==> config.mk <==
export PLATFORM = sky130hd
export DESIGN_NAME = swf_matrix_record_encoder
export DESIGN_NICKNAME = d
export VERILOG_FILES = /design/src/smre_pkg.sv /design/src/swf_matrix_record_encoder.sv /design/src/smre_front.sv /design/src/smre_queue.sv /design/src/smre_back.sv
export SDC_FILE = /design/constraint.sdc
export NUM_CORES = 2
export LEC_CHECK = 0
export BUFFER_PORTS_ARGS = -buffer_cell sky130_fd_sc_hd__clkbuf_2
export CAP_MARGIN = 10
export CELL_PAD_IN_SITES_DETAIL_PLACEMENT = 1
export CELL_PAD_IN_SITES_GLOBAL_PLACEMENT = 1
export CORE_ASPECT_RATIO = 0.9
export CORE_MARGIN = 5
export CORE_UTILIZATION = 47
export DETAILED_ROUTE_END_ITERATION = 8
export PLACE_DENSITY = 0.87
export SKIP_LAST_GASP = 1
export SYNTH_ARGS = -nofsm -noshare
export SYNTH_HDL_FRONTEND = slang
export SYNTH_SLANG_ARGS = --single-unit
export TNS_END_PERCENT = 50
==> constraint.sdc <==
create_clock -name clock -period 10.4 [get_ports clock]
set_input_delay 0 -clock clock [delete_from_list [all_inputs] [get_ports clock]]
set_output_delay 0 -clock clock [all_outputs]
set_load 0.005 [all_outputs]
==> src/smre_pkg.sv <==
// Shared types, constants and width helpers for the matrix record encoder.
`timescale 1ns / 1ps
`default_nettype none
package smre_pkg;

   localparam int WIDTH_FIELD_BITS = 5;
   localparam int IN_BITS          = 31;
   localparam int MAX_BYTES        = 26;
   localparam int REC_BITS         = MAX_BYTES * 8;
   localparam int SEG_BITS         = 32;
   localparam int NUM_STEPS        = 9;

   // Segment order within one record.
   localparam logic [3:0] SEG_SCALE_HDR = 4'd0;
   localparam logic [3:0] SEG_SCALE_X   = 4'd1;
   localparam logic [3:0] SEG_SCALE_Y   = 4'd2;
   localparam logic [3:0] SEG_SKEW_HDR  = 4'd3;
   localparam logic [3:0] SEG_SKEW_0    = 4'd4;
   localparam logic [3:0] SEG_SKEW_1    = 4'd5;
   localparam logic [3:0] SEG_MOVE_HDR  = 4'd6;
   localparam logic [3:0] SEG_MOVE_X    = 4'd7;
   localparam logic [3:0] SEG_MOVE_Y    = 4'd8;

   typedef struct packed {
      logic [IN_BITS-1:0]          scale_x;
      logic [IN_BITS-1:0]          skew_first;
      logic [IN_BITS-1:0]          skew_second;
      logic [IN_BITS-1:0]          scale_y;
      logic [IN_BITS-1:0]          move_x;
      logic [IN_BITS-1:0]          move_y;
      logic                        scale_on;
      logic                        skew_on;
      logic [WIDTH_FIELD_BITS-1:0] scale_w;
      logic [WIDTH_FIELD_BITS-1:0] skew_w;
      logic [WIDTH_FIELD_BITS-1:0] move_w;
   } item_type;

   function automatic logic [IN_BITS-1:0] magnitude(input logic [IN_BITS-1:0] v);
      logic [IN_BITS-1:0] neg;
      neg = ~v + 1'b1;
      return v[IN_BITS-1] ? neg : v;
   endfunction

   // 2 + floor(log2) of the larger magnitude; OR of both has the same top bit.
   function automatic logic [WIDTH_FIELD_BITS-1:0] pair_width(
      input logic [IN_BITS-1:0] p,
      input logic [IN_BITS-1:0] q
   );
      logic [IN_BITS-1:0] m;
      logic [5:0]         w;
      m = magnitude(p) | magnitude(q);
      w = 6'd2;
      for (int i = 1; i < IN_BITS; i++) begin
         if (m[i]) begin
            w = 6'(i + 2);
         end
      end
      if (w > 6'(IN_BITS)) begin
         w = 6'(IN_BITS);
      end
      return w[WIDTH_FIELD_BITS-1:0];
   endfunction

endpackage
`default_nettype wire

==> src/swf_matrix_record_encoder.sv <==
// Top level of the matrix record encoder: front, queue and back end.
// An accepted request passes the front register, the queue write, the packer load,
//   nine packing steps and the handoff (once the back end is free) to the result ports.
// Records are N bytes (2 to 26); the packer loads and packs the next record in its
//   nine-step segment loop while the current one is still draining.
// Reset (synchronous, active high) empties the queue and drops any record in flight.
`timescale 1ns / 1ps
`default_nettype none
module swf_matrix_record_encoder #(
   parameter int QUEUE_DEPTH = 2
) (
   input  wire logic                clock,
   input  wire logic                reset,
   input  wire logic                req_push,
   output logic                     req_full,
   input  wire logic signed [30:0]  req_scale_x,
   input  wire logic signed [30:0]  req_skew_first,
   input  wire logic signed [30:0]  req_skew_second,
   input  wire logic signed [30:0]  req_scale_y,
   input  wire logic signed [30:0]  req_move_x,
   input  wire logic signed [30:0]  req_move_y,
   input  wire logic                rsp_pop,
   output logic                     rsp_empty,
   output logic [7:0]               rsp_out_byte,
   output logic                     rsp_last
);
   import smre_pkg::*;

   // Classified item crossing from front to queue, and queue head to back.
   item_type front_item;
   item_type head_item;
   logic     front_push;
   logic     q_full;
   logic     q_empty;
   logic     q_pop;

   // Front: hold one transfer and work out the three field widths.
   smre_front u_front (
      .clock           (clock),
      .reset           (reset),
      .req_push        (req_push),
      .req_full        (req_full),
      .req_scale_x     (req_scale_x),
      .req_skew_first  (req_skew_first),
      .req_skew_second (req_skew_second),
      .req_scale_y     (req_scale_y),
      .req_move_x      (req_move_x),
      .req_move_y      (req_move_y),
      .q_full          (q_full),
      .q_push          (front_push),
      .q_item          (front_item)
   );

   // Decouple classification from packing so each side stalls on its own.
   smre_queue #(
      .DEPTH (QUEUE_DEPTH)
   ) u_queue (
      .clock     (clock),
      .reset     (reset),
      .push      (front_push),
      .push_item (front_item),
      .full      (q_full),
      .pop       (q_pop),
      .head_item (head_item),
      .empty     (q_empty)
   );

   // Back: pack segments MSB first, then stream the record one byte per transfer.
   // The next record is packed while the current one is still draining.
   smre_back u_back (
      .clock        (clock),
      .reset        (reset),
      .q_item       (head_item),
      .q_empty      (q_empty),
      .q_pop        (q_pop),
      .rsp_pop      (rsp_pop),
      .rsp_empty    (rsp_empty),
      .rsp_out_byte (rsp_out_byte),
      .rsp_last     (rsp_last)
   );

endmodule
`default_nettype wire

==> src/smre_front.sv <==
// Front end: input register and per-pair width classification.
`timescale 1ns / 1ps
`default_nettype none
module smre_front (
   input  wire logic                          clock,
   input  wire logic                          reset,
   input  wire logic                          req_push,
   output logic                               req_full,
   input  wire logic signed [30:0]            req_scale_x,
   input  wire logic signed [30:0]            req_skew_first,
   input  wire logic signed [30:0]            req_skew_second,
   input  wire logic signed [30:0]            req_scale_y,
   input  wire logic signed [30:0]            req_move_x,
   input  wire logic signed [30:0]            req_move_y,
   input  wire logic                          q_full,
   output logic                               q_push,
   output smre_pkg::item_type                 q_item
);
   import smre_pkg::*;

   logic     valid_ff, valid_in;
   item_type raw_ff, raw_in;
   logic     accept;

   // Stall only when the held item cannot drain into the queue.
   assign req_full = valid_ff & q_full;
   assign accept   = req_push & ~req_full;
   assign q_push   = valid_ff & ~q_full;

   always_comb begin
      raw_in             = raw_ff;
      raw_in.scale_x     = req_scale_x;
      raw_in.skew_first  = req_skew_first;
      raw_in.skew_second = req_skew_second;
      raw_in.scale_y     = req_scale_y;
      raw_in.move_x      = req_move_x;
      raw_in.move_y      = req_move_y;
      valid_in           = accept | (valid_ff & ~q_push);
   end

   always_comb begin
      q_item          = raw_ff;
      q_item.scale_on = |(raw_ff.scale_x | raw_ff.scale_y);
      q_item.skew_on  = |(raw_ff.skew_first | raw_ff.skew_second);
      q_item.scale_w  = pair_width(raw_ff.scale_x, raw_ff.scale_y);
      q_item.skew_w   = pair_width(raw_ff.skew_first, raw_ff.skew_second);
      q_item.move_w   = pair_width(raw_ff.move_x, raw_ff.move_y);
   end

   always_ff @(posedge clock) begin
      if (reset) begin
         valid_ff <= 1'b0;
      end else begin
         valid_ff <= valid_in;
      end
      if (accept) begin
         raw_ff <= raw_in;
      end
   end

endmodule
`default_nettype wire

==> src/smre_queue.sv <==
// Short FIFO of classified items between front and back.
`timescale 1ns / 1ps
`default_nettype none
module smre_queue #(
   parameter int DEPTH = 2
) (
   input  wire logic                clock,
   input  wire logic                reset,
   input  wire logic                push,
   input  wire smre_pkg::item_type  push_item,
   output logic                     full,
   input  wire logic                pop,
   output smre_pkg::item_type       head_item,
   output logic                     empty
);
   import smre_pkg::*;

   localparam int PTR_BITS = (DEPTH > 1) ? $clog2(DEPTH) : 1;
   localparam int CNT_BITS = $clog2(DEPTH + 1);

   item_type              slot_ff [DEPTH];
   logic [PTR_BITS-1:0]   wr_ptr_ff, wr_ptr_in;
   logic [PTR_BITS-1:0]   rd_ptr_ff, rd_ptr_in;
   logic [CNT_BITS-1:0]   count_ff, count_in;
   logic                  do_push, do_pop;

   assign full      = (count_ff == CNT_BITS'(DEPTH));
   assign empty     = (count_ff == '0);
   assign do_push   = push & ~full;
   assign do_pop    = pop & ~empty;
   assign head_item = slot_ff[rd_ptr_ff];

   always_comb begin
      wr_ptr_in = wr_ptr_ff;
      rd_ptr_in = rd_ptr_ff;
      count_in  = count_ff;
      if (do_push) begin
         wr_ptr_in = (wr_ptr_ff == PTR_BITS'(DEPTH - 1)) ? '0 : wr_ptr_ff + 1'b1;
      end
      if (do_pop) begin
         rd_ptr_in = (rd_ptr_ff == PTR_BITS'(DEPTH - 1)) ? '0 : rd_ptr_ff + 1'b1;
      end
      if (do_push & ~do_pop) begin
         count_in = count_ff + 1'b1;
      end else if (do_pop & ~do_push) begin
         count_in = count_ff - 1'b1;
      end
   end

   always_ff @(posedge clock) begin
      if (reset) begin
         wr_ptr_ff <= '0;
         rd_ptr_ff <= '0;
         count_ff  <= '0;
      end else begin
         wr_ptr_ff <= wr_ptr_in;
         rd_ptr_ff <= rd_ptr_in;
         count_ff  <= count_in;
      end
      if (do_push) begin
         slot_ff[wr_ptr_ff] <= push_item;
      end
   end

endmodule
`default_nettype wire

==> src/smre_back.sv <==
// Back end: segment packer into a record buffer and byte emitter.
`timescale 1ns / 1ps
`default_nettype none
module smre_back (
   input  wire logic                clock,
   input  wire logic                reset,
   input  wire smre_pkg::item_type  q_item,
   input  wire logic                q_empty,
   output logic                     q_pop,
   input  wire logic                rsp_pop,
   output logic                     rsp_empty,
   output logic [7:0]               rsp_out_byte,
   output logic                     rsp_last
);
   import smre_pkg::*;

   typedef enum logic [1:0] {
      ST_IDLE,
      ST_PACK,
      ST_HOLD
   } state_type;

   localparam int POS_BITS  = $clog2(REC_BITS + 1);
   localparam int LEN_BITS  = $clog2(SEG_BITS + 1);
   localparam int BYTE_BITS = $clog2(MAX_BYTES + 1);

   state_type            state_ff, state_in;
   item_type             item_ff, item_in;
   logic [3:0]           step_ff, step_in;
   logic [REC_BITS-1:0]  acc_ff, acc_in;
   logic [POS_BITS-1:0]  pos_ff, pos_in;
   logic [REC_BITS-1:0]  sh_ff, sh_in;
   logic [BYTE_BITS-1:0] left_ff, left_in;

   logic [SEG_BITS-1:0]  seg_val;
   logic [LEN_BITS-1:0]  seg_len;
   logic [SEG_BITS-1:0]  seg_aligned;
   logic [REC_BITS-1:0]  seg_wide;
   logic [POS_BITS:0]    pos_round;
   logic [BYTE_BITS-1:0] rec_bytes;
   logic                 handoff;

   // Pick the current segment: value right-aligned, length in bits.
   always_comb begin
      seg_val = '0;
      seg_len = '0;
      case (step_ff)
         SEG_SCALE_HDR: begin
            seg_val = item_ff.scale_on ? SEG_BITS'({1'b1, item_ff.scale_w}) : '0;
            seg_len = item_ff.scale_on ? LEN_BITS'(WIDTH_FIELD_BITS + 1) : LEN_BITS'(1);
         end
         SEG_SCALE_X: begin
            seg_val = SEG_BITS'(item_ff.scale_x);
            seg_len = item_ff.scale_on ? LEN_BITS'(item_ff.scale_w) : '0;
         end
         SEG_SCALE_Y: begin
            seg_val = SEG_BITS'(item_ff.scale_y);
            seg_len = item_ff.scale_on ? LEN_BITS'(item_ff.scale_w) : '0;
         end
         SEG_SKEW_HDR: begin
            seg_val = item_ff.skew_on ? SEG_BITS'({1'b1, item_ff.skew_w}) : '0;
            seg_len = item_ff.skew_on ? LEN_BITS'(WIDTH_FIELD_BITS + 1) : LEN_BITS'(1);
         end
         SEG_SKEW_0: begin
            seg_val = SEG_BITS'(item_ff.skew_first);
            seg_len = item_ff.skew_on ? LEN_BITS'(item_ff.skew_w) : '0;
         end
         SEG_SKEW_1: begin
            seg_val = SEG_BITS'(item_ff.skew_second);
            seg_len = item_ff.skew_on ? LEN_BITS'(item_ff.skew_w) : '0;
         end
         SEG_MOVE_HDR: begin
            seg_val = SEG_BITS'(item_ff.move_w);
            seg_len = LEN_BITS'(WIDTH_FIELD_BITS);
         end
         SEG_MOVE_X: begin
            seg_val = SEG_BITS'(item_ff.move_x);
            seg_len = LEN_BITS'(item_ff.move_w);
         end
         SEG_MOVE_Y: begin
            seg_val = SEG_BITS'(item_ff.move_y);
            seg_len = LEN_BITS'(item_ff.move_w);
         end
         default: begin
            seg_val = '0;
            seg_len = '0;
         end
      endcase
   end

   // Left-align the segment (drops bits above its length), then place it at pos.
   assign seg_aligned = seg_val << (LEN_BITS'(SEG_BITS) - seg_len);
   assign seg_wide    = {seg_aligned, {(REC_BITS - SEG_BITS){1'b0}}} >> pos_ff;
   assign pos_round   = {1'b0, pos_ff} + (POS_BITS + 1)'(7);
   assign rec_bytes   = BYTE_BITS'(pos_round >> 3);

   assign rsp_empty    = (left_ff == '0);
   assign rsp_out_byte = sh_ff[REC_BITS-1 -: 8];
   assign rsp_last     = (left_ff == BYTE_BITS'(1));
   assign q_pop        = (state_ff == ST_IDLE) & ~q_empty;
   assign handoff      = (state_ff == ST_HOLD) & (rsp_empty | (rsp_last & rsp_pop));

   always_comb begin
      state_in = state_ff;
      item_in  = item_ff;
      step_in  = step_ff;
      acc_in   = acc_ff;
      pos_in   = pos_ff;
      sh_in    = sh_ff;
      left_in  = left_ff;
      case (state_ff)
         ST_IDLE: begin
            if (q_pop) begin
               item_in  = q_item;
               step_in  = '0;
               acc_in   = '0;
               pos_in   = '0;
               state_in = ST_PACK;
            end
         end
         ST_PACK: begin
            acc_in  = acc_ff | seg_wide;
            pos_in  = pos_ff + POS_BITS'(seg_len);
            step_in = step_ff + 1'b1;
            if (step_ff == 4'(NUM_STEPS - 1)) begin
               state_in = ST_HOLD;
            end
         end
         ST_HOLD: begin
            if (handoff) begin
               state_in = ST_IDLE;
            end
         end
         default: begin
            state_in = ST_IDLE;
         end
      endcase
      // Emitter: reload on handoff, otherwise advance one byte per transfer.
      if (handoff) begin
         sh_in   = acc_ff;
         left_in = rec_bytes;
      end else if (rsp_pop & ~rsp_empty) begin
         sh_in   = sh_ff << 8;
         left_in = left_ff - 1'b1;
      end
   end

   always_ff @(posedge clock) begin
      if (reset) begin
         state_ff <= ST_IDLE;
         left_ff  <= '0;
      end else begin
         state_ff <= state_in;
         left_ff  <= left_in;
      end
      item_ff <= item_in;
      step_ff <= step_in;
      acc_ff  <= acc_in;
      pos_ff  <= pos_in;
      sh_ff   <= sh_in;
   end

endmodule
`default_nettype wire
==> results.yml <==
status:
  outcome: "complete, no violations"
grt:
  grt_max_degree: 172
  grt_pass1_wl_um: 333800
  antenna_found_initial: 16
  globalRouteTotalUtil_pct: 34.73
  grt_pass1_vias: 46900
  grt_overflow_total: 0
yosys:
  synth.avg_cell_area_um2: 13.47
  ys_types: 106
  synth_top_cell_by_area: "edfxtp_1"
  yosysMostFrequentCell: "edfxtp_1"
  ys_warn_count: 0
  synth_nets: 4508
  synth_cells: 4295
  synth_common_cells: "1223 x edfxtp_1, 420 x mux2_2, 285 x nand2_1"
  synth_edf_count: 1223
  postSynth.asyncResetShare_pct: 0
  seq_area_frac_synth_pct: 63.90
  synth_ff_type: "edfxtp_1"
  synth-seq-cells: 1235
  netlist_area_mm2: 0.05785
  synthTopCellsByArea: "edfxtp_1 63%, mux2_2 8.2%, xor2_1 1.9%"
  yosysTopAreaCellShare_pct: 63.49
drt:
  dr_total_vias: 45610
  vias_per_cell: 6.972
  postRouteAntennaNets: 0
  avgRoutedWirePerCell_um: 35.53
  drc: 0
  routed_wl_um: 232400
  firstDrtPassIters: 6
  drt-initial-drc-count: 7504
setup_path:
  cp_max_fo: 41
  startpoint_type: "register"
  worst_ep_required_time_ps: 10950
  end_kind: "register"
  crit_type: "reg2reg"
  arrival_ps: 9070
final_layout:
  final_cell_area_mm2: 0.06832
  area_delta_synth_final_pct: 18.10
  fill_cells: 11890
  multi_input_area_mm2: 0.01971
  instances_no_fill: 6541
  final_util_pct: 55.73
  nets: 5032
  drive_gt1_share_pct: 19.80
  ff_latch_area_mm2: 0.03697
clocking:
  cts_made_buffers: 121
  clock_path_buffers: 3
  post-cts-setup-buffers: 0
  cts_root_buf: "clkbuf_16"
  clk_pin_slew_ps: 80
  cts_tree: "done"
  cts_resized: 0
  htree_levels: 3
  clock-sinks: 1235
  clk_latency_ps: 800
place:
  place_ws_ps: 2199
  gp_congestion: 1.015
  dp.final_hpwl_um: 134800
  dp.cells: 5927
  portBuffers: 200
  placed_cell_area_mm2: 0.06048
timing:
  slew_violations: 0
  hold_viol_final: 0
  post-route-min-period_ps: 8527
  hold_slack_ps: 26.07
  slew_headroom_pct: 10.80
  tightest_slew_ps: 1338
  period_share_pct: 81.99
  finClkSkew_ps: 70.19
  fmax_ghz: 0.1173
  setup_violations: 0
  final.setup.tns_ps: 0
  rsz0062_at_grt: "no"
  setup_slack_ps: 1873
flow_run:
  max_cap_viol_count: 0
hold_path:
  hold_class: "in2reg"
floorplan:
  io_pins: 201
  initial_core_util_pct: 47.19
  row_count: 122
  die_area_mm2: 0.1302
  die_width_um: 379.8
  die_height_um: 342.8
  design.core.area_mm2: 0.1226
power_and_ir_drop:
  vdd_drop_max_v: 0.0003795
  p_leak_nw: 22.86
  power_density_mw_per_mm2: 351.6
  finalPower_mw: 24.02
-- placed cells by master (no fill, tap or decap), types with 21 or more instances in the layout --
| cell type | n |
|---|---|
| edfxtp_1 | 1223 |
| mux2_2 | 419 |
| dlygate4sd3_1 | 375 |
| nand2_1 | 285 |
| nor2_1 | 246 |
| o21ai_0 | 219 |
| clkbuf_2 | 201 |
| a21oi_1 | 171 |
| nor3_1 | 127 |
| xor2_1 | 127 |
| clkbuf_16 | 123 |
| nand3_1 | 75 |
| a22oi_1 | 68 |
| inv_1 | 62 |
| o31ai_1 | 57 |
| a31oi_1 | 53 |
| buf_4 | 53 |
| a221oi_1 | 48 |
| o22ai_1 | 48 |
| xnor2_1 | 46 |
| a22o_1 | 45 |
| or3_1 | 41 |
| or4_1 | 40 |
| o21a_1 | 33 |
| a211oi_1 | 33 |
| or2_2 | 31 |
| o41ai_1 | 31 |
| and2_1 | 30 |
| nor4_1 | 30 |
| clkinv_1 | 30 |
| nand4_1 | 28 |
| nand2b_1 | 27 |
| nor2b_1 | 24 |
| clkinv_2 | 24 |
| mux2i_1 | 23 |
| ha_1 | 21 |
-- flip-flops by register name, summed over array words and instances (netlist names), 2 cells and up --
register	count
u_back.item_ff	203
u_back.sh_ff	208
u_front.q_item	186
u_queue.slot_ff	406
u_back.state_ff	2
u_back.left_ff	5
u_back.pos_ff	8
u_back.acc_ff	208
u_queue.count_ff	2
u_back.step_ff	4
-- cell families (layout without fill, tap and decap cells) --
group | after synthesis | count (layout) | synth area share [%]
buffers and inverters | 307 | 931 | 2.161
adders and majority gates | 23 | 23 | 0.5105
DFF | 1235 | 1235 | 63.90
xor gates and xnor gates | 173 | 173 | 2.619
AOI/OAI and AO/OA | 1035 | 1035 | 12.40
and+or+nand+nor | 1056 | 1056 | 9.020
other | 0 | 10 | 0
muxes | 466 | 466 | 9.392
-- repair_timing --
action	in CTS	in global routing
hold buffers	375	0
setup endpoints to repair	0	0
hold endpoints to repair	239	0
-- final timing paths --
check / startpoint / end / slack, ps / cells after the start
worst max-delay path: u_back.step_ff[3] / u_back.acc_ff[148] / 1870 / 19
worst min-delay path: req_skew_second[5] / u_front.q_item[115] / 30 / 2
worst max register to register: u_back.step_ff[3] / u_back.acc_ff[148] / 1870 / 19
worst min register to register: u_back.left_ff[1] / u_back.left_ff[1] / 530 / 2
-- worst max-delay path, stage by stage, from the launching register on --
cell	delay, ps
edfxtp_1	320
buf_4	420
nand2b_1	750
nor2_1	250
nor3_4	790
nand2_1	170
inv_1	330
ha_1	490
a221oi_1	120
and3_1	270
o21ai_1	690
nor3_1	150
nor4_1	880
a222oi_1	240
a22oi_1	910
o21ai_1	210
o32ai_4	460
nor2_1	110
or3_4	390
o21ai_1	300
-- layout make-up --
| type | count | area share (%) |
|---|---|---|
| flip-flops and latches | 1235 | 54.11 |
| diodes | 10 | 0.03663 |
| inverters | 68 | 0.3846 |
| clock inverters | 80 | 1.214 |
| well taps | 1612 | 2.952 |
| clock buffers | 143 | 4.615 |
| repair buffers | 640 | 7.826 |
| multi-input cells | 2753 | 28.86 |
-- per-layer routing --
layer  vias to the layer above  share of wire, %  global-route usage (%)  wire length (µm)
met5                         -             0.043                  0.2542               101
met4                        10               8.7                   24.02             20280
met3                      1199                12                   9.618             26860
met2                      3891                46                   55.30            105800
met1                     22630                34                   41.25             79420
li1                      17880                 -                       -                 -
-- power by group --
part | total (mW) | switching (mW) | internal (mW)
Sequential | 8.43 | 1.02 | 7.41
Clock | 4.75 | 2.20 | 2.55
Combinational | 10.8 | 7.65 | 3.19
Total | 24.0 | 10.9 | 13.1
No activity file was read; power rests on OpenSTA's default activity.
